--- src/rtl/dkls_pkg.sv ---
// Shared types, constants and codes of the dense keyframe blend sampler.
package dkls_pkg;

   // Default sizes of the frame table and of a clip.
   localparam int DEF_TABLE_WORDS = 16384;
   localparam int DEF_MAX_CURVES  = 64;
   localparam int DEF_MAX_FRAMES  = 1024;

   // Fixed field widths.
   localparam int VALUE_W    = 32;
   localparam int WADDR_W    = 14;
   localparam int CURVE_W    = 6;
   localparam int WEIGHT_W   = 16;
   localparam int FTOTAL_W   = 11;
   localparam int CCOUNT_W   = 7;
   localparam int CSR_IDX_W  = 2;

   // Request tdata layout, lowest bit first.
   localparam int REQ_ADDR_LSB  = 0;
   localparam int REQ_VALUE_LSB = REQ_ADDR_LSB + WADDR_W;
   localparam int REQ_TIME_LSB  = REQ_VALUE_LSB + VALUE_W;
   localparam int REQ_USED_W    = REQ_TIME_LSB + VALUE_W;
   localparam int REQ_DATA_W    = ((REQ_USED_W + 7) / 8) * 8;

   // Register reset values.
   localparam logic [VALUE_W-1:0]  RST_START_TIME = 32'd0;
   localparam logic [VALUE_W-1:0]  RST_FPS        = 32'd1966080;
   localparam logic [FTOTAL_W-1:0] RST_FTOTAL     = 11'd2;
   localparam logic [CCOUNT_W-1:0] RST_CCOUNT     = 7'd1;

   // Configuration register indexes.
   typedef enum logic [CSR_IDX_W-1:0] {
      CSR_START_TIME = 2'd0,
      CSR_FPS        = 2'd1,
      CSR_FTOTAL     = 2'd2,
      CSR_CCOUNT     = 2'd3
   } csr_idx_type;

   // Request operation codes.
   typedef enum logic {
      OP_WRITE  = 1'b0,
      OP_SAMPLE = 1'b1
   } op_type;

   // Sample sequencer states.
   typedef enum logic [2:0] {
      ST_IDLE,
      ST_MULT,
      ST_CLAMP,
      ST_BASE,
      ST_ISSUE
   } state_type;

   // Control that travels with each table read pair.
   typedef struct packed {
      logic                valid;
      logic [CURVE_W-1:0]  curve;
      logic                last;
      logic                oob_a;
      logic                oob_b;
      logic [WEIGHT_W-1:0] weight;
   } tag_type;

endpackage

--- src/rtl/dkls_blend.sv ---
// Blend pipeline: neighbor difference, weight multiply, rounding and output register.
module dkls_blend (
   input  logic                          clock,
   input  logic                          reset,
   input  logic                          advance,
   input  dkls_pkg::tag_type             tag,
   input  logic [dkls_pkg::VALUE_W-1:0]  rdata_a,
   input  logic [dkls_pkg::VALUE_W-1:0]  rdata_b,
   output logic                          out_valid,
   output logic [dkls_pkg::CURVE_W-1:0]  out_curve,
   output logic [dkls_pkg::VALUE_W-1:0]  out_value,
   output logic                          out_last
);

   import dkls_pkg::*;

   localparam int DIFF_W = VALUE_W + 1;
   localparam int PROD_W = DIFF_W + WEIGHT_W + 1;

   // Stage 1: tag aligned with the registered table reads.
   tag_type tag1_ff;

   // Stage 2: left value and neighbor difference.
   logic                       valid2_ff;
   logic [CURVE_W-1:0]         curve2_ff;
   logic                       last2_ff;
   logic [WEIGHT_W-1:0]        weight2_ff;
   logic signed [VALUE_W-1:0]  a2_ff;
   logic signed [DIFF_W-1:0]   diff2_ff;

   // Stage 3: weighted difference.
   logic                       valid3_ff;
   logic [CURVE_W-1:0]         curve3_ff;
   logic                       last3_ff;
   logic signed [VALUE_W-1:0]  a3_ff;
   logic signed [PROD_W-1:0]   prod3_ff;

   // Stage 4: result register.
   logic                       valid4_ff;
   logic [CURVE_W-1:0]         curve4_ff;
   logic                       last4_ff;
   logic [VALUE_W-1:0]         value4_ff;

   logic signed [VALUE_W-1:0]  a_in;
   logic signed [VALUE_W-1:0]  b_in;
   logic signed [DIFF_W-1:0]   diff_in;
   logic signed [PROD_W-1:0]   prod_in;
   logic signed [PROD_W-1:0]   rounded;
   logic signed [PROD_W-1:0]   shifted;
   logic [VALUE_W-1:0]         value_in;

   // An address beyond the table reads as zero.
   assign a_in    = tag1_ff.oob_a ? '0 : $signed(rdata_a);
   assign b_in    = tag1_ff.oob_b ? '0 : $signed(rdata_b);
   assign diff_in = $signed({b_in[VALUE_W-1], b_in}) - $signed({a_in[VALUE_W-1], a_in});
   assign prod_in = diff2_ff * $signed({1'b0, weight2_ff});

   // Round half up, then floor: the arithmetic shift floors toward minus infinity.
   assign rounded  = prod3_ff + PROD_W'(32768);
   assign shifted  = rounded >>> WEIGHT_W;
   assign value_in = a3_ff + shifted[VALUE_W-1:0];

   // Only the valid bits are cleared by reset; the data moves with them.
   always_ff @(posedge clock) begin
      if (reset) begin
         tag1_ff.valid <= 1'b0;
         valid2_ff     <= 1'b0;
         valid3_ff     <= 1'b0;
         valid4_ff     <= 1'b0;
      end else if (advance) begin
         tag1_ff   <= tag;
         valid2_ff <= tag1_ff.valid;
         valid3_ff <= valid2_ff;
         valid4_ff <= valid3_ff;

         curve2_ff  <= tag1_ff.curve;
         last2_ff   <= tag1_ff.last;
         weight2_ff <= tag1_ff.weight;
         a2_ff      <= a_in;
         diff2_ff   <= diff_in;

         curve3_ff <= curve2_ff;
         last3_ff  <= last2_ff;
         a3_ff     <= a2_ff;
         prod3_ff  <= prod_in;

         curve4_ff <= curve3_ff;
         last4_ff  <= last3_ff;
         value4_ff <= value_in;
      end
   end

   assign out_valid = valid4_ff;
   assign out_curve = curve4_ff;
   assign out_value = value4_ff;
   assign out_last  = last4_ff;

endmodule

--- config.mk ---
export PLATFORM = sky130hd
export DESIGN_NAME = dkls_blend
export DESIGN_NICKNAME = d
export VERILOG_FILES = /design/src/rtl/dkls_pkg.sv /design/src/rtl/dkls_blend.sv
export SDC_FILE = /design/constraint.sdc
export NUM_CORES = 2
export LEC_CHECK = 0
export ABC_AREA = 1
export BUFFER_PORTS_ARGS = -buffer_cell sky130_fd_sc_hd__buf_2
export CAP_MARGIN = 20
export CORE_ASPECT_RATIO = 1.2
export CORE_MARGIN = 2
export CORE_UTILIZATION = 45
export CTS_BUF_LIST = sky130_fd_sc_hd__clkbuf_8
export CTS_CLUSTER_DIAMETER = 200
export DETAILED_ROUTE_END_ITERATION = 8
export PLACE_DENSITY = 0.61
export SYNTH_ARGS = -nofsm -noshare
export SYNTH_HDL_FRONTEND = slang
export SYNTH_SLANG_ARGS = --single-unit
--- constraint.sdc ---
create_clock -name clock -period 20.8 [get_ports clock]
set_clock_uncertainty 0.15 [all_clocks]
set_input_delay 4.16 -clock clock [delete_from_list [all_inputs] [get_ports clock]]
set_output_delay 4.16 -clock clock [all_outputs]
set_load 0.05 [all_outputs]
## After elaboration in Yosys (flattened, before gate mapping)

Index checks and enable logic that the tools add are counted.

- Bits in registers: 243
- Input port bits: 93
- Word-level logic and storage cells: 29

- Add/subtract/negate cells: 3
- Multiply operators: 1
- Muxes and demuxes: 2
- Bitwise operators: 1
- Reduce and logical (&&, ||, !) cells: 1

Operators by type and width:

| cell | count |
|---|---|
| $mux W32 | 2 |
| $add A48 B17 Y48 const B | 1 |
| $mul A33 B17 Y48 | 1 |
| $sub A32 B32 Y33 | 1 |
| $add A32 B32 Y32 | 1 |
| $reduce_and A2 Y1 | 1 |
| $not A1 Y1 | 1 |

## Depth between registers and ports, before layout

- Word-level depth: 2
- Mapped depth: 28

## Worst setup path before layout

No wires, ideal clock.

- Kind: input-to-reg
- From: in advance
- To: reg a2_ff[0], enable pin
- Setup time: 0.811 ns
- Arrival time: 13.513 ns
- Required time: 19.839 ns
- Path slack: 6.325 ns
- Cell stages on the path: 2
- Cell sequence: inv_1 > nor2_1

- Cells in the longest elaborated chain, start to end: 1

RTL lines:

| element | RTL line | RTL |
|---|---|---|
| from (decl) | dkls_blend.sv:5 | `input logic advance,` |
| $reduce_and A2 Y1 (no line) | -- |  |
| to (signal assigned) | dkls_blend.sv:79 | `a2_ff <= a_in;` |
| to (decl) | dkls_blend.sv:28 | `logic signed [VALUE_W-1:0] a2_ff;` |

Every way passes these cells.
A chain may end at the register's enable or synchronous reset.

## Worst setup path in the final report

- From: reg weight2_ff[2]
- To: reg prod3_ff[42], data pin

- Cells in the longest elaborated chain, start to end: 1

RTL lines:

| element | RTL line | RTL |
|---|---|---|
| from (decl) | dkls_blend.sv:27 | `logic [WEIGHT_W-1:0] weight2_ff;` |
| from (signal assigned) | dkls_blend.sv:78 | `weight2_ff <= tag1_ff.weight;` |
| $mul A33 B17 Y48 | dkls_blend.sv:56 | `assign prod_in = diff2_ff * $signed({1'b0, weight2_ff});` |
| net prod_in[42] | dkls_blend.sv:47 | `logic signed [PROD_W-1:0] prod_in;` |
| to (signal assigned) | dkls_blend.sv:85 | `prod3_ff <= prod_in;` |
| to (decl) | dkls_blend.sv:36 | `logic signed [PROD_W-1:0] prod3_ff;` |

The timed path passes the listed nets, and every way through them passes these cells.

==> impl_metrics.env <==
export IMPL_cp_top_family="adder cells"
export IMPL_grt_pass1_wl_um=138800
export IMPL_drt_pass1_iter_count=6
export IMPL_path_cells="buf_4, nand2_1, fa_1, fa_1, inv_1, fa_1, fa_1, fa_1, inv_1, fa_1, inv_1, ha_1, nand2_1, nor2_1, nand2_1, nor2_1, nand3_1, nand4_1, nand2_1"
export IMPL_dieArea_sq_um=72630
export IMPL_cts_sinks=228
export IMPL_netlist_top_cells_area="fa_1, edfxtp_1, inv_1, nand2_1, ha_1"
export IMPL_netlist_area_sq_um=31720
export IMPL_drive_gt1_share_pct=5.673
export IMPL_gp_congestion=0.9523
export IMPL_worst_path_buf_inv=4
export IMPL_numPortBuffers=132
export IMPL_vias=24710
export IMPL_antenna_found_initial=4
export IMPL_final_common_cell="inv_1"
export IMPL_clk_pin_slew_ns=0.06
export IMPL_yosysSeqAreaShare_pct=21.46
export IMPL_die_w_um=246.4
export IMPL_crit_path_end_kind="flop"
export IMPL_cts_buffer_depth=3
export IMPL_numCtsBuffers=41
export IMPL_setup_ws_ns=14.14
export IMPL_htreeDepth=2
export IMPL_hold_path_startpoint="a2_ff[14]$_DFFE_PP_"
export IMPL_grt_pass1_vias=25801
export IMPL_hold_class="reg2reg"
export IMPL_crit_path_max_incr_delay_ns=0.74
export IMPL_start_util_pct=45.46
export IMPL_max_slew_margin_pct=27.67
export IMPL_cts_resized=0
export IMPL_cp_start_kind="flop"
export IMPL_worst_pin_slew_ns=1.085
export IMPL_cts_tree="yes"
export IMPL_yosys_cell_types_count=35
export IMPL_finalHoldViolCount=0
export IMPL_wire_per_inst_um=17.50
export IMPL_hpwl_um=69900
export IMPL_setup_violations=0
export IMPL_drv_cap=0
export IMPL_grt_total_usage_pct=24.91
export IMPL_slew_viol_final=0
export IMPL_crit_start="weight2_ff[2]$_DFFE_PP_"
export IMPL_ios=133
export IMPL_first_iter_violations=1350
export IMPL_ant_nets=0
export IMPL_post_cts_repair_setup_buffers=0
export IMPL_outcome="finished, final reports clean"
export IMPL_cp_max_fo=33
export IMPL_yosysTopAreaCell="fa_1"
export IMPL_fp_coreArea_sq_um=69760
export IMPL_syn_area_per_cell_sq_um=7.965
export IMPL_cp_common_cell="fa_1"
export IMPL_finalCriticalPeriod_ns=6.659
export IMPL_crit_arrival_ns=6.85
export IMPL_clk_latency_ns=0.62
export IMPL_synth_ff_type="edfxtp_1"
export IMPL_clockRootBuffer="clkbuf_8"
export IMPL_drc=0
export IMPL_syn_inst=3982
export IMPL_viasPerCell=4.949
export IMPL_synth_edff_count=224
export IMPL_syn_num_nets=4742
export IMPL_num_rows=106
export IMPL_ctsHoldBuffers=0
export IMPL_crit_slowest_cell="fa_1"
export IMPL_fmax_mhz=150.2
export IMPL_syn2layout_area_growth_pct=7.255
export IMPL_rsz0062_at_grt="no"
export IMPL_wirelength_um=87390
export IMPL_regToRegStartpoint="weight2_ff[2]$_DFFE_PP_"
export IMPL_fin_crit_sh_pct=32.01
export IMPL_final_util_pct=48.76
export IMPL_synth_top_area_share_pct=30.99
export IMPL_most_common_layout_cells="inv_1, nand2_1, fa_1"
export IMPL_overflow=0
export IMPL_fin_setup_tns_ns=0
export IMPL_grt_max_degree=182
export IMPL_required_ns=20.99
export IMPL_ys_seq_elements=228
export IMPL_ys_warn_count=0
export IMPL_die_height_um=294.8
export IMPL_dp_slack_ns=14.03
export IMPL_final_nets=4804
export IMPL_critPathKind="reg2reg"
export IMPL_ys_async_sr_fraction_pct=0
## through the flow
step / cells / hold slack (ns) / cell area [sq um]
2_1_floorplan: 3982 / 0.2503 / 31720
3_3_place_gp: 4919 / 0.2502 / 33190
3_5_place_dp: 4919 / 0.2545 / 33190
4_1_cts: 4990 / 0.2341 / 34010
5_1_grt: 4993 / 0.2476 / 34020
6_report: 4993 / 0.2424 / 34020
## cells in the mapped netlist (all sizes together) (13+ instances only)
cell and number:
nand3 110, edfxtp 224, xnor2 13, nor2 208
nand2 1099, a21o 14, a21oi 116, fa 491
xor2 79, o21ai 71, inv 1126, clkbuf 132
nor3 29, nand4 27, o21bai 19, ha 176
## per-layer routing
metal  GRT usage [%]  up-vias  part of all wire (%)
met5               0        -                 0.015
met4           9.433        2                   3.8
met3           2.714      192                   4.5
met2           45.23      681                    51
met1           30.22    12067                    40
li1                -    11768                     -
## final timing paths
kind                                 end  slack [ns]  cells after the start
setup reg to reg  prod3_ff[42]$_DFFE_PP_       14.14                     19
hold reg to reg      a3_ff[14]$_DFFE_PP_        0.24                      0
setup / recovery  prod3_ff[42]$_DFFE_PP_       14.14                     19
hold / removal       a3_ff[14]$_DFFE_PP_        0.24                      0
## flip-flops by register name, summed over array words and instances (netlist names), 6 cells and up
| signal | count |
|---|---|
| a3_ff | 32 |
| diff2_ff | 33 |
| a2_ff | 32 |
| tag1_ff | 26 |
| curve2_ff | 6 |
| out_value | 32 |
| out_curve | 6 |
| prod3_ff | 33 |
| weight2_ff | 16 |
| curve3_ff | 6 |
## area by class of cell
cell class	instances	area, sq um
clock buffer	41	564.3
inverter	1126	4227
fill	7055	35740
tap	918	1149
clock inverter	30	252.7
multi-input combinational	2496	20200
sequential	228	6807
antenna	3	7.507
timing repair buffer	151	815.8
## cells by family (layout without fill, tap and decap cells)
family,Yosys count,in the layout,synth area share [%]
flip-flops,228,228,21.46
XOR/XNOR,92,92,2.541
AO/OA/AOI/OAI,245,245,4.304
AND/OR/NAND/NOR,1492,1492,18.87
other,0,3,0
adder cells (fa/ha/maj),667,667,37.93
buffers and inverters,1258,1348,14.89
## worst reg2reg max path, stage by stage, from the launching register on
cell,delay (ns)
edfxtp_1,0.31
buf_4,0.44
nand2_1,0.26
fa_1,0.66
fa_1,0.74
inv_1,0.22
fa_1,0.50
fa_1,0.52
fa_1,0.50
inv_1,0.05
fa_1,0.47
inv_1,0.04
ha_1,0.39
nand2_1,0.13
nor2_1,0.22
nand2_1,0.18
nor2_1,0.18
nand3_1,0.22
nand4_1,0.16
nand2_1,0.07
Power is not shown: default switching activity piles up to over one toggle a cycle in this logic, so the estimate is an artifact.
